`src/rtl/core/parking_distance_indicator_macros.svh`:
```
// ============================================================================
// Parking distance indicator assertion macros
// Shorthand for the concurrent checks at the end of the top level.
// ============================================================================
`ifndef PARKING_DISTANCE_INDICATOR_MACROS_SVH
`define PARKING_DISTANCE_INDICATOR_MACROS_SVH

// Same-cycle implication, disabled while reset is held.
`define PDI_ASSERT_IMP(lbl, ante, cons, msg) \
    lbl: assert property (@(posedge i_clk) disable iff (!i_rst_n) (ante) |-> (cons)) \
        else $error(msg);

// Next-cycle implication, disabled while reset is held.
`define PDI_ASSERT_NXT(lbl, ante, cons, msg) \
    lbl: assert property (@(posedge i_clk) disable iff (!i_rst_n) (ante) |=> (cons)) \
        else $error(msg);

`endif

```
`src/rtl/core/pdi_pkg.sv`:
```
`timescale 1ns / 1ps
// ============================================================================
// Parking distance indicator package
// Widths, register indexes, fixed thresholds, shared types and functions.
// ============================================================================
package pdi_pkg;

    // Field widths.
    localparam int ECHO_W   = 15;
    localparam int TIME_W   = 32;
    localparam int DIST_W   = 10;
    localparam int NEAR_W   = 9;
    localparam int FREQ_W   = 12;
    localparam int BAR_W    = 4;
    localparam int CLS_W    = 3;
    localparam int IN_W     = 48;
    localparam int OUT_W    = 32;

    // Serial divider: 22-bit dividend covers the largest interpolation product.
    localparam int DIV_DW   = 22;
    localparam int DIV_VW   = 10;
    localparam int SUM_W    = 24;
    localparam int PER_W    = 23;

    // Configuration port.
    localparam int CFG_AW   = 3;
    localparam int CFG_DW   = 12;
    localparam logic [CFG_AW-1:0] CFG_NEAR_CM        = 3'd0;
    localparam logic [CFG_AW-1:0] CFG_FAR_CM         = 3'd1;
    localparam logic [CFG_AW-1:0] CFG_FREQ_FAR_HZ    = 3'd2;
    localparam logic [CFG_AW-1:0] CFG_FREQ_NEAR_HZ   = 3'd3;
    localparam logic [CFG_AW-1:0] CFG_PERIOD_FAR_MS  = 3'd4;
    localparam logic [CFG_AW-1:0] CFG_PERIOD_NEAR_MS = 3'd5;

    // Register reset values.
    localparam int RST_NEAR_CM        = 10;
    localparam int RST_FAR_CM         = 120;
    localparam int RST_FREQ_FAR_HZ    = 250;
    localparam int RST_FREQ_NEAR_HZ   = 2200;
    localparam int RST_PERIOD_FAR_MS  = 600;
    localparam int RST_PERIOD_NEAR_MS = 80;

    // Fixed constants of the sensor.
    localparam int DIV_CM          = 58;
    localparam int ECHO_TIMEOUT_US = 30000;
    localparam int FREQ_MIN        = 200;
    localparam int FREQ_MAX        = 2500;
    localparam int FREQ_CRIT       = 2400;
    localparam int PERIOD_MIN      = 60;

    // Status classes.
    localparam logic [CLS_W-1:0] CLS_NONE       = 3'd0;
    localparam logic [CLS_W-1:0] CLS_DANGER     = 3'd1;
    localparam logic [CLS_W-1:0] CLS_VERY_CLOSE = 3'd2;
    localparam logic [CLS_W-1:0] CLS_APPROACH   = 3'd3;
    localparam logic [CLS_W-1:0] CLS_SAFE       = 3'd4;

    typedef enum logic [2:0] {
        S_IDLE,
        S_CM,
        S_MUL,
        S_DIV,
        S_FIN,
        S_UPD,
        S_OUT
    } t_state;

    // Update request from the sequencer to the buzzer state.
    typedef struct packed {
        logic upd;
        logic echo;
        logic crit;
    } t_beep_cmd;

    function automatic logic [BAR_W-1:0] bar_of(input logic [DIST_W-1:0] cm);
        logic [BAR_W-1:0] lvl;
        if (cm > DIST_W'(80))      lvl = 4'd2;
        else if (cm > DIST_W'(60)) lvl = 4'd3;
        else if (cm > DIST_W'(45)) lvl = 4'd4;
        else if (cm > DIST_W'(30)) lvl = 4'd5;
        else if (cm > DIST_W'(20)) lvl = 4'd6;
        else if (cm > DIST_W'(10)) lvl = 4'd7;
        else                       lvl = 4'd8;
        return lvl;
    endfunction

    function automatic logic [CLS_W-1:0] class_of(input logic [DIST_W-1:0] cm);
        logic [CLS_W-1:0] cls;
        if (cm <= DIST_W'(10))      cls = CLS_DANGER;
        else if (cm <= DIST_W'(20)) cls = CLS_VERY_CLOSE;
        else if (cm <= DIST_W'(60)) cls = CLS_APPROACH;
        else                        cls = CLS_SAFE;
        return cls;
    endfunction

endpackage

```
`src/rtl/core/pdi_sdiv.sv`:
```
`timescale 1ns / 1ps
// ============================================================================
// Bit-serial divider
// Restoring unsigned division, one quotient bit per clock.
// ============================================================================
module pdi_sdiv #(
    parameter int DW = pdi_pkg::DIV_DW,
    parameter int VW = pdi_pkg::DIV_VW
) (
    input  logic          i_clk,
    input  logic          i_rst_n,
    input  logic          i_start,
    input  logic [DW-1:0] i_dividend,
    input  logic [VW-1:0] i_divisor,
    output logic          o_done,
    output logic [DW-1:0] o_quot
);

    localparam int CW = $clog2(DW);

    logic          r_busy, n_busy;
    logic          r_done, n_done;
    logic [CW-1:0] r_cnt,  n_cnt;
    logic [VW-1:0] r_rem,  n_rem;
    logic [DW-1:0] r_q,    n_q;
    logic [VW-1:0] r_div,  n_div;

    logic [VW:0]   w_sh;
    logic [VW+1:0] w_trial;
    logic          w_fit;

    // The dividend shifts out of the top of r_q while quotient bits enter below.
    assign w_sh    = {r_rem, r_q[DW-1]};
    assign w_trial = {1'b0, w_sh} - {2'b00, r_div};
    assign w_fit   = !w_trial[VW+1];

    always_comb begin
        n_busy = r_busy;
        n_done = 1'b0;
        n_cnt  = r_cnt;
        n_rem  = r_rem;
        n_q    = r_q;
        n_div  = r_div;
        if (i_start) begin
            n_busy = 1'b1;
            n_cnt  = '0;
            n_rem  = '0;
            n_q    = i_dividend;
            n_div  = i_divisor;
        end else if (r_busy) begin
            n_rem = w_fit ? w_trial[VW-1:0] : w_sh[VW-1:0];
            n_q   = {r_q[DW-2:0], w_fit};
            n_cnt = r_cnt + CW'(1);
            if (r_cnt == CW'(DW - 1)) begin
                n_busy = 1'b0;
                n_done = 1'b1;
            end
        end
    end

    always_ff @(posedge i_clk) begin
        if (!i_rst_n) begin
            r_busy <= 1'b0;
            r_done <= 1'b0;
            r_cnt  <= '0;
        end else begin
            r_busy <= n_busy;
            r_done <= n_done;
            r_cnt  <= n_cnt;
        end
    end

    always_ff @(posedge i_clk) begin
        r_rem <= n_rem;
        r_q   <= n_q;
        r_div <= n_div;
    end

    assign o_done = r_done;
    assign o_quot = r_q;

endmodule

```
`src/rtl/core/pdi_beep.sv`:
```
`timescale 1ns / 1ps
// ============================================================================
// Buzzer state
// Holds the tone flag, the sounding frequency and the last toggle time.
// ============================================================================
module pdi_beep (
    input  logic                          i_clk,
    input  logic                          i_rst_n,
    input  pdi_pkg::t_beep_cmd            i_cmd,
    input  logic [pdi_pkg::TIME_W-1:0]    i_now,
    input  logic [pdi_pkg::PER_W-1:0]     i_period,
    input  logic [pdi_pkg::FREQ_W-1:0]    i_freq,
    output logic                          o_tone_on,
    output logic [pdi_pkg::FREQ_W-1:0]    o_freq
);

    logic [pdi_pkg::TIME_W-1:0] r_last, n_last;
    logic                       r_beep, n_beep;
    logic [pdi_pkg::FREQ_W-1:0] r_freq, n_freq;

    logic [pdi_pkg::TIME_W-1:0] w_elapsed;
    logic                       w_due;

    // Elapsed time wraps with the timestamp.
    assign w_elapsed = i_now - r_last;
    assign w_due     = w_elapsed >= pdi_pkg::TIME_W'(i_period);

    always_comb begin
        n_last = r_last;
        n_beep = r_beep;
        n_freq = r_freq;
        if (i_cmd.upd) begin
            if (!i_cmd.echo) begin
                n_beep = 1'b0;
            end else if (i_cmd.crit) begin
                n_beep = 1'b1;
                n_freq = pdi_pkg::FREQ_W'(pdi_pkg::FREQ_CRIT);
            end else if (w_due) begin
                n_last = i_now;
                n_beep = !r_beep;
                if (!r_beep) begin
                    n_freq = i_freq;
                end
            end
        end
    end

    always_ff @(posedge i_clk) begin
        if (!i_rst_n) begin
            r_last <= '0;
            r_beep <= 1'b0;
            r_freq <= '0;
        end else begin
            r_last <= n_last;
            r_beep <= n_beep;
            r_freq <= n_freq;
        end
    end

    assign o_tone_on = r_beep;
    assign o_freq    = r_freq;

endmodule

```
`src/rtl/core/parking_distance_indicator.sv`:
```
`timescale 1ns / 1ps
// ============================================================================
// Parking distance indicator
// Turns an ultrasonic echo width into a distance, a bar level, a status class
// and buzzer tone state.
// ============================================================================
//
//  Channel  | Direction | Payload, lowest bits first
//  ---------+-----------+-------------------------------------------------------
//  s_axis   | in        | echo_width_us[14:0], now_ms[46:15], zero pad [47]
//  m_axis   | out       | distance_cm[9:0], bar_level[13:10], status_class[16:14],
//           |           | tone_on[17], tone_freq_hz[29:18], zero pad [31:30]
//  i_cfg_*  | in        | register index, write data (12 bits), write enable
//
// A word with a valid echo makes two passes through a 22-step bit-serial
// divider before the next ready, first for the centimeter distance and then
// for both interpolations side by side. A word without an echo skips the
// divider. The input is accepted only in idle.
// A finished word waits in the output register, so a stalled output delays
// the sequencer only once the next result is ready to be written there.
// Reset is synchronous and active low; it restores the register defaults and
// clears the buzzer state.
//
`include "parking_distance_indicator_macros.svh"

module parking_distance_indicator (
    input  logic                             i_clk,
    input  logic                             i_rst_n,
    // Input words.
    input  logic                             s_axis_tvalid,
    output logic                             s_axis_tready,
    // echo_width_us [14:0], now_ms [46:15], zero [47]
    input  logic [pdi_pkg::IN_W-1:0]         s_axis_tdata,
    // Result words.
    output logic                             m_axis_tvalid,
    input  logic                             m_axis_tready,
    // distance_cm [9:0], bar_level [13:10], status_class [16:14],
    // tone_on [17], tone_freq_hz [29:18], zero [31:30]
    output logic [pdi_pkg::OUT_W-1:0]        m_axis_tdata,
    // Configuration writes.
    input  logic                             i_cfg_we,
    input  logic [pdi_pkg::CFG_AW-1:0]       i_cfg_addr,
    input  logic [pdi_pkg::CFG_DW-1:0]       i_cfg_wdata
);

    localparam int ECHO_W = pdi_pkg::ECHO_W;
    localparam int DIST_W = pdi_pkg::DIST_W;
    localparam int NEAR_W = pdi_pkg::NEAR_W;
    localparam int FREQ_W = pdi_pkg::FREQ_W;
    localparam int DIV_DW = pdi_pkg::DIV_DW;
    localparam int DIV_VW = pdi_pkg::DIV_VW;
    localparam int SUM_W  = pdi_pkg::SUM_W;
    localparam int PER_W  = pdi_pkg::PER_W;
    localparam int TIME_W = pdi_pkg::TIME_W;

    // ------------------------------------------------------------------
    // Configuration registers
    // ------------------------------------------------------------------
    logic [NEAR_W-1:0] r_near;
    logic [DIST_W-1:0] r_far;
    logic [FREQ_W-1:0] r_freq_far, r_freq_near;
    logic [FREQ_W-1:0] r_per_far, r_per_near;

    always_ff @(posedge i_clk) begin
        if (!i_rst_n) begin
            r_near      <= NEAR_W'(pdi_pkg::RST_NEAR_CM);
            r_far       <= DIST_W'(pdi_pkg::RST_FAR_CM);
            r_freq_far  <= FREQ_W'(pdi_pkg::RST_FREQ_FAR_HZ);
            r_freq_near <= FREQ_W'(pdi_pkg::RST_FREQ_NEAR_HZ);
            r_per_far   <= FREQ_W'(pdi_pkg::RST_PERIOD_FAR_MS);
            r_per_near  <= FREQ_W'(pdi_pkg::RST_PERIOD_NEAR_MS);
        end else if (i_cfg_we) begin
            case (i_cfg_addr)
                pdi_pkg::CFG_NEAR_CM:        r_near      <= i_cfg_wdata[NEAR_W-1:0];
                pdi_pkg::CFG_FAR_CM:         r_far       <= i_cfg_wdata[DIST_W-1:0];
                pdi_pkg::CFG_FREQ_FAR_HZ:    r_freq_far  <= i_cfg_wdata[FREQ_W-1:0];
                pdi_pkg::CFG_FREQ_NEAR_HZ:   r_freq_near <= i_cfg_wdata[FREQ_W-1:0];
                pdi_pkg::CFG_PERIOD_FAR_MS:  r_per_far   <= i_cfg_wdata[FREQ_W-1:0];
                pdi_pkg::CFG_PERIOD_NEAR_MS: r_per_near  <= i_cfg_wdata[FREQ_W-1:0];
                default: begin
                end
            endcase
        end
    end

    // ------------------------------------------------------------------
    // Input decode
    // ------------------------------------------------------------------
    logic [ECHO_W-1:0] w_in_width;
    logic [TIME_W-1:0] w_in_now;
    logic              w_accept;
    logic              w_echo_ok;

    assign w_in_width = s_axis_tdata[ECHO_W-1:0];
    assign w_in_now   = s_axis_tdata[ECHO_W+TIME_W-1:ECHO_W];
    assign w_accept   = s_axis_tvalid && s_axis_tready;
    // A zero width or one beyond the timeout means nothing came back.
    assign w_echo_ok  = (w_in_width != '0) &&
                        (w_in_width <= ECHO_W'(pdi_pkg::ECHO_TIMEOUT_US));

    // ------------------------------------------------------------------
    // Sequencer
    // ------------------------------------------------------------------
    pdi_pkg::t_state r_state, n_state;

    logic              r_echo;
    logic [DIST_W-1:0] r_cm;
    logic [TIME_W-1:0] r_now;
    logic [FREQ_W-1:0] r_fnew;
    logic [PER_W-1:0]  r_per;
    logic              r_out_valid;
    logic [pdi_pkg::OUT_W-1:0] r_out_data;

    logic              w_start_a, w_start_b;
    logic              w_done_a, w_done_b;
    logic [DIV_DW-1:0] w_quot_a, w_quot_b;
    logic [DIV_DW-1:0] w_dvd_a;
    logic [DIV_VW-1:0] w_dvs_a;
    logic              w_out_free;
    logic              w_load_out;

    assign w_out_free = !r_out_valid || m_axis_tready;

    always_comb begin
        n_state    = r_state;
        w_start_a  = 1'b0;
        w_start_b  = 1'b0;
        w_load_out = 1'b0;
        case (r_state)
            pdi_pkg::S_IDLE: begin
                if (w_accept) begin
                    if (w_echo_ok) begin
                        w_start_a = 1'b1;
                        n_state   = pdi_pkg::S_CM;
                    end else begin
                        n_state = pdi_pkg::S_UPD;
                    end
                end
            end
            pdi_pkg::S_CM: begin
                if (w_done_a) begin
                    n_state = pdi_pkg::S_MUL;
                end
            end
            pdi_pkg::S_MUL: begin
                w_start_a = 1'b1;
                w_start_b = 1'b1;
                n_state   = pdi_pkg::S_DIV;
            end
            pdi_pkg::S_DIV: begin
                if (w_done_a) begin
                    n_state = pdi_pkg::S_FIN;
                end
            end
            pdi_pkg::S_FIN: begin
                n_state = pdi_pkg::S_UPD;
            end
            pdi_pkg::S_UPD: begin
                n_state = pdi_pkg::S_OUT;
            end
            pdi_pkg::S_OUT: begin
                if (w_out_free) begin
                    w_load_out = 1'b1;
                    n_state    = pdi_pkg::S_IDLE;
                end
            end
            default: begin
                n_state = pdi_pkg::S_IDLE;
            end
        endcase
    end

    always_ff @(posedge i_clk) begin
        if (!i_rst_n) begin
            r_state <= pdi_pkg::S_IDLE;
        end else begin
            r_state <= n_state;
        end
    end

    assign s_axis_tready = (r_state == pdi_pkg::S_IDLE);

    // ------------------------------------------------------------------
    // Interpolation operands
    // The distance is clamped to 1..far, so d - far is never positive and
    // only the magnitudes go through the multiplier and the divider. The
    // sign of the quotient is restored afterwards, which truncates toward
    // zero just as a signed division does.
    // ------------------------------------------------------------------
    logic [DIST_W-1:0] w_d_lo, w_d, w_dm;
    logic [FREQ_W-1:0] w_dy_f, w_dy_p;
    logic [DIV_VW-1:0] w_den_mag;
    logic              w_near_lt_far, w_den_zero;
    logic [DIV_DW-1:0] w_prod_f, w_prod_p;

    assign w_d_lo        = (r_cm == '0) ? DIST_W'(1) : r_cm;
    assign w_d           = (w_d_lo > r_far) ? r_far : w_d_lo;
    assign w_dm          = r_far - w_d;
    assign w_dy_f        = (r_freq_near >= r_freq_far) ? (r_freq_near - r_freq_far)
                                                       : (r_freq_far - r_freq_near);
    assign w_dy_p        = (r_per_near >= r_per_far) ? (r_per_near - r_per_far)
                                                     : (r_per_far - r_per_near);
    assign w_near_lt_far = (DIST_W'(r_near) < r_far);
    assign w_den_zero    = (DIST_W'(r_near) == r_far);
    assign w_den_mag     = w_near_lt_far ? (r_far - DIST_W'(r_near))
                                         : (DIST_W'(r_near) - r_far);
    assign w_prod_f      = DIV_DW'(w_dm) * DIV_DW'(w_dy_f);
    assign w_prod_p      = DIV_DW'(w_dm) * DIV_DW'(w_dy_p);

    // Divider A first turns the echo width into centimeters, then takes the
    // frequency quotient; divider B takes the period quotient alongside.
    assign w_dvd_a = (r_state == pdi_pkg::S_IDLE) ? DIV_DW'(w_in_width) : w_prod_f;
    assign w_dvs_a = (r_state == pdi_pkg::S_IDLE) ? DIV_VW'(pdi_pkg::DIV_CM) : w_den_mag;

    pdi_sdiv #(
        .DW (DIV_DW),
        .VW (DIV_VW)
    ) u_div_a (
        .i_clk      (i_clk),
        .i_rst_n    (i_rst_n),
        .i_start    (w_start_a),
        .i_dividend (w_dvd_a),
        .i_divisor  (w_dvs_a),
        .o_done     (w_done_a),
        .o_quot     (w_quot_a)
    );

    pdi_sdiv #(
        .DW (DIV_DW),
        .VW (DIV_VW)
    ) u_div_b (
        .i_clk      (i_clk),
        .i_rst_n    (i_rst_n),
        .i_start    (w_start_b),
        .i_dividend (w_prod_p),
        .i_divisor  (w_den_mag),
        .o_done     (w_done_b),
        .o_quot     (w_quot_b)
    );

    // ------------------------------------------------------------------
    // Sign, offset and clamp of both interpolations
    // With equal ends the quotient is dropped and the far-end value stands.
    // ------------------------------------------------------------------
    logic                    w_neg_f, w_neg_p;
    logic [DIV_DW-1:0]       w_qf, w_qp;
    logic signed [SUM_W-1:0] w_sq_f, w_sq_p, w_f, w_p;
    logic [FREQ_W-1:0]       w_freq_c;
    logic [PER_W-1:0]        w_per_c;

    assign w_neg_f = (r_freq_near >= r_freq_far) ^ w_near_lt_far;
    assign w_neg_p = (r_per_near >= r_per_far) ^ w_near_lt_far;
    assign w_qf    = w_den_zero ? '0 : w_quot_a;
    assign w_qp    = w_den_zero ? '0 : w_quot_b;
    assign w_sq_f  = w_neg_f ? -$signed(SUM_W'(w_qf)) : $signed(SUM_W'(w_qf));
    assign w_sq_p  = w_neg_p ? -$signed(SUM_W'(w_qp)) : $signed(SUM_W'(w_qp));
    assign w_f     = w_sq_f + $signed(SUM_W'(r_freq_far));
    assign w_p     = w_sq_p + $signed(SUM_W'(r_per_far));

    assign w_freq_c = (w_f < $signed(SUM_W'(pdi_pkg::FREQ_MIN))) ?
                          FREQ_W'(pdi_pkg::FREQ_MIN) :
                      (w_f > $signed(SUM_W'(pdi_pkg::FREQ_MAX))) ?
                          FREQ_W'(pdi_pkg::FREQ_MAX) : w_f[FREQ_W-1:0];
    assign w_per_c  = (w_p < $signed(SUM_W'(pdi_pkg::PERIOD_MIN))) ?
                          PER_W'(pdi_pkg::PERIOD_MIN) : w_p[PER_W-1:0];

    // ------------------------------------------------------------------
    // Datapath registers
    // ------------------------------------------------------------------
    always_ff @(posedge i_clk) begin
        if (w_accept) begin
            r_echo <= w_echo_ok;
            r_now  <= w_in_now;
            r_cm   <= '0;
        end else if (r_state == pdi_pkg::S_CM && w_done_a) begin
            r_cm <= w_quot_a[DIST_W-1:0];
        end
        if (r_state == pdi_pkg::S_FIN) begin
            r_fnew <= w_freq_c;
            r_per  <= w_per_c;
        end
    end

    // ------------------------------------------------------------------
    // Buzzer state
    // ------------------------------------------------------------------
    pdi_pkg::t_beep_cmd        w_beep_cmd;
    logic                      w_tone_on;
    logic [FREQ_W-1:0]         w_tone_freq;

    assign w_beep_cmd.upd  = (r_state == pdi_pkg::S_UPD);
    assign w_beep_cmd.echo = r_echo;
    assign w_beep_cmd.crit = (r_cm <= DIST_W'(r_near));

    pdi_beep u_beep (
        .i_clk     (i_clk),
        .i_rst_n   (i_rst_n),
        .i_cmd     (w_beep_cmd),
        .i_now     (r_now),
        .i_period  (r_per),
        .i_freq    (r_fnew),
        .o_tone_on (w_tone_on),
        .o_freq    (w_tone_freq)
    );

    // ------------------------------------------------------------------
    // Output register
    // ------------------------------------------------------------------
    logic [pdi_pkg::BAR_W-1:0] w_bar;
    logic [pdi_pkg::CLS_W-1:0] w_cls;

    assign w_bar = r_echo ? pdi_pkg::bar_of(r_cm) : '0;
    assign w_cls = r_echo ? pdi_pkg::class_of(r_cm) : pdi_pkg::CLS_NONE;

    always_ff @(posedge i_clk) begin
        if (!i_rst_n) begin
            r_out_valid <= 1'b0;
        end else if (w_load_out) begin
            r_out_valid <= 1'b1;
        end else if (m_axis_tready) begin
            r_out_valid <= 1'b0;
        end
    end

    always_ff @(posedge i_clk) begin
        if (w_load_out) begin
            r_out_data <= {2'b00, w_tone_freq, w_tone_on, w_cls, w_bar, r_cm};
        end
    end

    assign m_axis_tvalid = r_out_valid;
    assign m_axis_tdata  = r_out_data;

    // ------------------------------------------------------------------
    // Assertions
    // ------------------------------------------------------------------
    `PDI_ASSERT_IMP(a_div_lockstep, (r_state == pdi_pkg::S_DIV) && w_done_a, w_done_b, "interpolation dividers out of step")
    `PDI_ASSERT_IMP(a_tone_freq_set, m_axis_tvalid && m_axis_tdata[17], m_axis_tdata[29:18] >= FREQ_W'(pdi_pkg::FREQ_MIN), "tone on without a set frequency")
    `PDI_ASSERT_IMP(a_bar_class, m_axis_tvalid, (m_axis_tdata[16:14] == pdi_pkg::CLS_NONE) == (m_axis_tdata[13:10] == '0), "bar level and status class disagree")
    `PDI_ASSERT_NXT(a_crit_tone, w_beep_cmd.upd && r_echo && w_beep_cmd.crit, w_tone_on && (w_tone_freq == FREQ_W'(pdi_pkg::FREQ_CRIT)), "critical zone without continuous tone")

endmodule

```
`config.mk`:
```
export PLATFORM = sky130hd
export DESIGN_NAME = parking_distance_indicator
export DESIGN_NICKNAME = d
export VERILOG_FILES = /design/src/rtl/core/pdi_pkg.sv /design/src/rtl/core/pdi_sdiv.sv /design/src/rtl/core/pdi_beep.sv /design/src/rtl/core/parking_distance_indicator.sv
export VERILOG_INCLUDE_DIRS = /design/src /design/src/rtl/core
export SDC_FILE = /design/constraint.sdc
export NUM_CORES = 2
export LEC_CHECK = 0
export CAP_MARGIN = 20
export CORE_MARGIN = 3
export CORE_UTILIZATION = 40
export CTS_BUF_LIST = sky130_fd_sc_hd__clkbuf_8
export DETAILED_ROUTE_END_ITERATION = 10
export DONT_BUFFER_PORTS = 1
export GPL_TIMING_DRIVEN = 0
export SLEW_MARGIN = 30
export SYNTH_ARGS = -nofsm -noshare
export SYNTH_HDL_FRONTEND = slang
export SYNTH_HIERARCHICAL = 1
export SYNTH_SLANG_ARGS = --single-unit
```
`constraint.sdc`:
```
create_clock -name i_clk -period 29.8 [get_ports i_clk]
set_input_delay 4.47 -clock i_clk [delete_from_list [all_inputs] [get_ports i_clk]]
set_output_delay 4.47 -clock i_clk [all_outputs]
set_load 0.05 [all_outputs]
```
==> results.cfg <==
[clock_network]
clockBufferDepth = 3
htreeDepth = 2
cts.sinks = 321
hold_buffers = 0
cts_buffers = 58
clk_latency_ns = 0.67
cts_root_buffer = clkbuf_8
cts_resized = 0
clk_pin_slew_ns = 0.07
cts_tree = built
post-cts-setup-buffer-count = 0

[logic_synthesis]
postSynthCellCount = 3534
synth.avg_cell_area_um2 = 8.708
yosys_warnings = 6
synth_area_mm2 = 0.03077

[global_routing]
grt_use_met1 = 0.3038
grt_pass1_vias = 24190
grt_max_degree = 43
grt_pass1_wl_um = 139100
antenna_found_initial = 5
grt.overflow.total = 0
use_met3 = 0.04088
grt.busiest_layer = met2
use_met2 = 0.3406
grt_usage = 0.2192

[cells_and_area]
finalNonFillerCells = 4682
syn2layout_area_growth_pct = 9.108
fillers = 7659
fin_util = 0.4414
fin_nets = 4148
drive_above_1_share = 0.07372

[hold_path]
holdCritPathClass = flip-flop to flip-flop

[outcome]
status = complete, no violations

[floorplanning]
core_area_mm2 = 0.07608
start_util = 0.4045
die_area_mm2 = 0.08030
die_w_um = 283.4
die_h_um = 283.4
rows = 101
ios = 102

[worst_setup_path]
startpoint_type = flip-flop
critPathMaxStageDelay_ns = 0.71
cp_slowest_cell = clkbuf_1
required_ns = 30.22
critPathArrivalTime_ns = 12.72
crit_fanout = 10
path_class = flip-flop to flip-flop
cp-end-kind = flip-flop
cpMostUsedCell = fa_1

[timing]
finalSetupViolations = 0
rsz0062_at_grt = no
finalWorstSetupSlack_ns = 17.49
finalHoldViolations = 0
clock_skew_ns = 0.03431
slew_headroom = 0.3218
finalSetupTns_ns = 0
finalCritPeriodShare = 0.4129
finalCriticalPeriod_ns = 12.31
tightestPinTransition_ns = 1.010
slew_violations = 0
max_freq_mhz = 81.27

[detailed_routing]
via_count = 25530
avgRoutedWirePerCell_um = 19.14
routed_via_density = 5.454
drt_iter0_drc = 1914
routed_wirelength_um = 89620
route.detailed.drc = 0
drtAntennaViolNets = 0
dr.pass1.iters = 5

[power_and_ir_drop]
switching_share = 0.4909
switchingPower_uw = 1703
power_uw = 3469
p_clk_frac = 0.132
p_seq_frac = 0.159
leakagePower_uw = 0.01432
pwr-share-comb = 0.709
p_per_area_mw_per_mm2 = 103.3
ir_worst_vdd_uv = 151.2
intPower_uw = 1766

[placed_design]
dp.cells = 4572
dp_slack_ns = 17.39
dp_hpwl_um = 70880
port_buffers = 0
routabilityCongestion = 0.9286

[flow_run]
cap_viol_max_count = 0
## final cells by class
cell class	count	area [um2]	area share
timing repair buffer	7	72.57	0.002161
buffer	126	554.3	0.01651
inverter	401	1505	0.04483
sequential	321	8048	0.2397
clock buffer	61	839.6	0.02500
multi-input combinational	2687	20850	0.6209
tap	1030	1289	0.03838
antenna	3	7.507	0.0002236
clock inverter	46	414.1	0.01233
## path summary, 6_finish.rpt
check / start / end / slack (ns) / cells after the start
worst max-delay path: r_cm[9]$_SDFFE_PP0P_ / u_div_b/o_quot[21]$_DFFE_PP_ / 17.49 / 44
worst min register to register: u_beep/r_last[8]$_SDFFE_PN0P_ / u_beep/r_last[8]$_SDFFE_PN0P_ / 0.46 / 2
worst min-delay path: u_beep/r_last[8]$_SDFFE_PN0P_ / u_beep/r_last[8]$_SDFFE_PN0P_ / 0.46 / 2
worst max register to register: r_cm[9]$_SDFFE_PP0P_ / u_div_b/o_quot[21]$_DFFE_PP_ / 17.49 / 44
## through the flow
| step | hold WS [ns] | instance area, um2 |
|---|---|---|
| after global placement | 0.4433 | 32070 |
| final | 0.4596 | 33580 |
| after floorplan | 0.4081 | 30780 |
| after detailed placement | 0.4360 | 32260 |
| after global routing | 0.4815 | 33570 |
| after CTS | 0.4561 | 33510 |
## placed cells by master, fill, tap and decap left out, types with 31 or more instances in the layout
cell and count:
a21oi_1 190, clkbuf_1 93, o211ai_1 41, nor3_1 61, nand4_1 33, nor2b_1 35, or2_2 48, inv_1 420
xnor2_1 88, clkbuf_8 61, nand2_1 427, nand2b_1 75, ha_1 310, xor2_1 68, a21boi_0 57, mux2i_1 66
a21o_1 56, nor2_1 289, fa_1 168, mux2_2 33, o21ai_0 104, a211oi_1 31, nand3_1 60, dfxtp_1 159
edfxtp_1 162, and2_1 42
## registers in the layout, indices dropped and copies added, names as in the netlist, 12 cells and up
name	flops
r_fnew	12
r_per_near	12
r_per	23
u_beep/r_last	32
u_beep/o_freq	12
r_now	32
r_per_far	12
u_div_b/o_quot	22
r_freq_near	12
r_freq_far	12
u_div_a/o_quot	22
m_axis_tdata	30
## power by group through the flow
stage	logic, uW	clock network [uW]	registers [uW]
4_1_cts	2450	468	550
3_3_place_gp	2420	0	560
6_report	2460	457	553
2_1_floorplan	1850	0	533
3_5_place_dp	2430	0	559
5_1_grt	2780	489	554
## worst max-delay path, delay by kind of cell, from the launching register on
| family | cells | cell delay (ns) |
|---|---|---|
| and+or+nand+nor | 8 | 1.11 |
| xor gates and xnor gates | 2 | 0.82 |
| buffers and inverters | 6 | 1.29 |
| muxes | 1 | 0.33 |
| adders and majority gates | 8 | 3.64 |
| AOI/OAI and AO/OA | 19 | 4.34 |
| DFF | 1 | 0.52 |
## per-layer routing
layer | wire (um) | up-vias
li1 | - | 12300
met1 | 40700 | 12300
met2 | 39440 | 773
met3 | 6125 | 158
met4 | 3336 | 2
met5 | 11 | -
No activity file was read; power rests on OpenSTA's default activity.
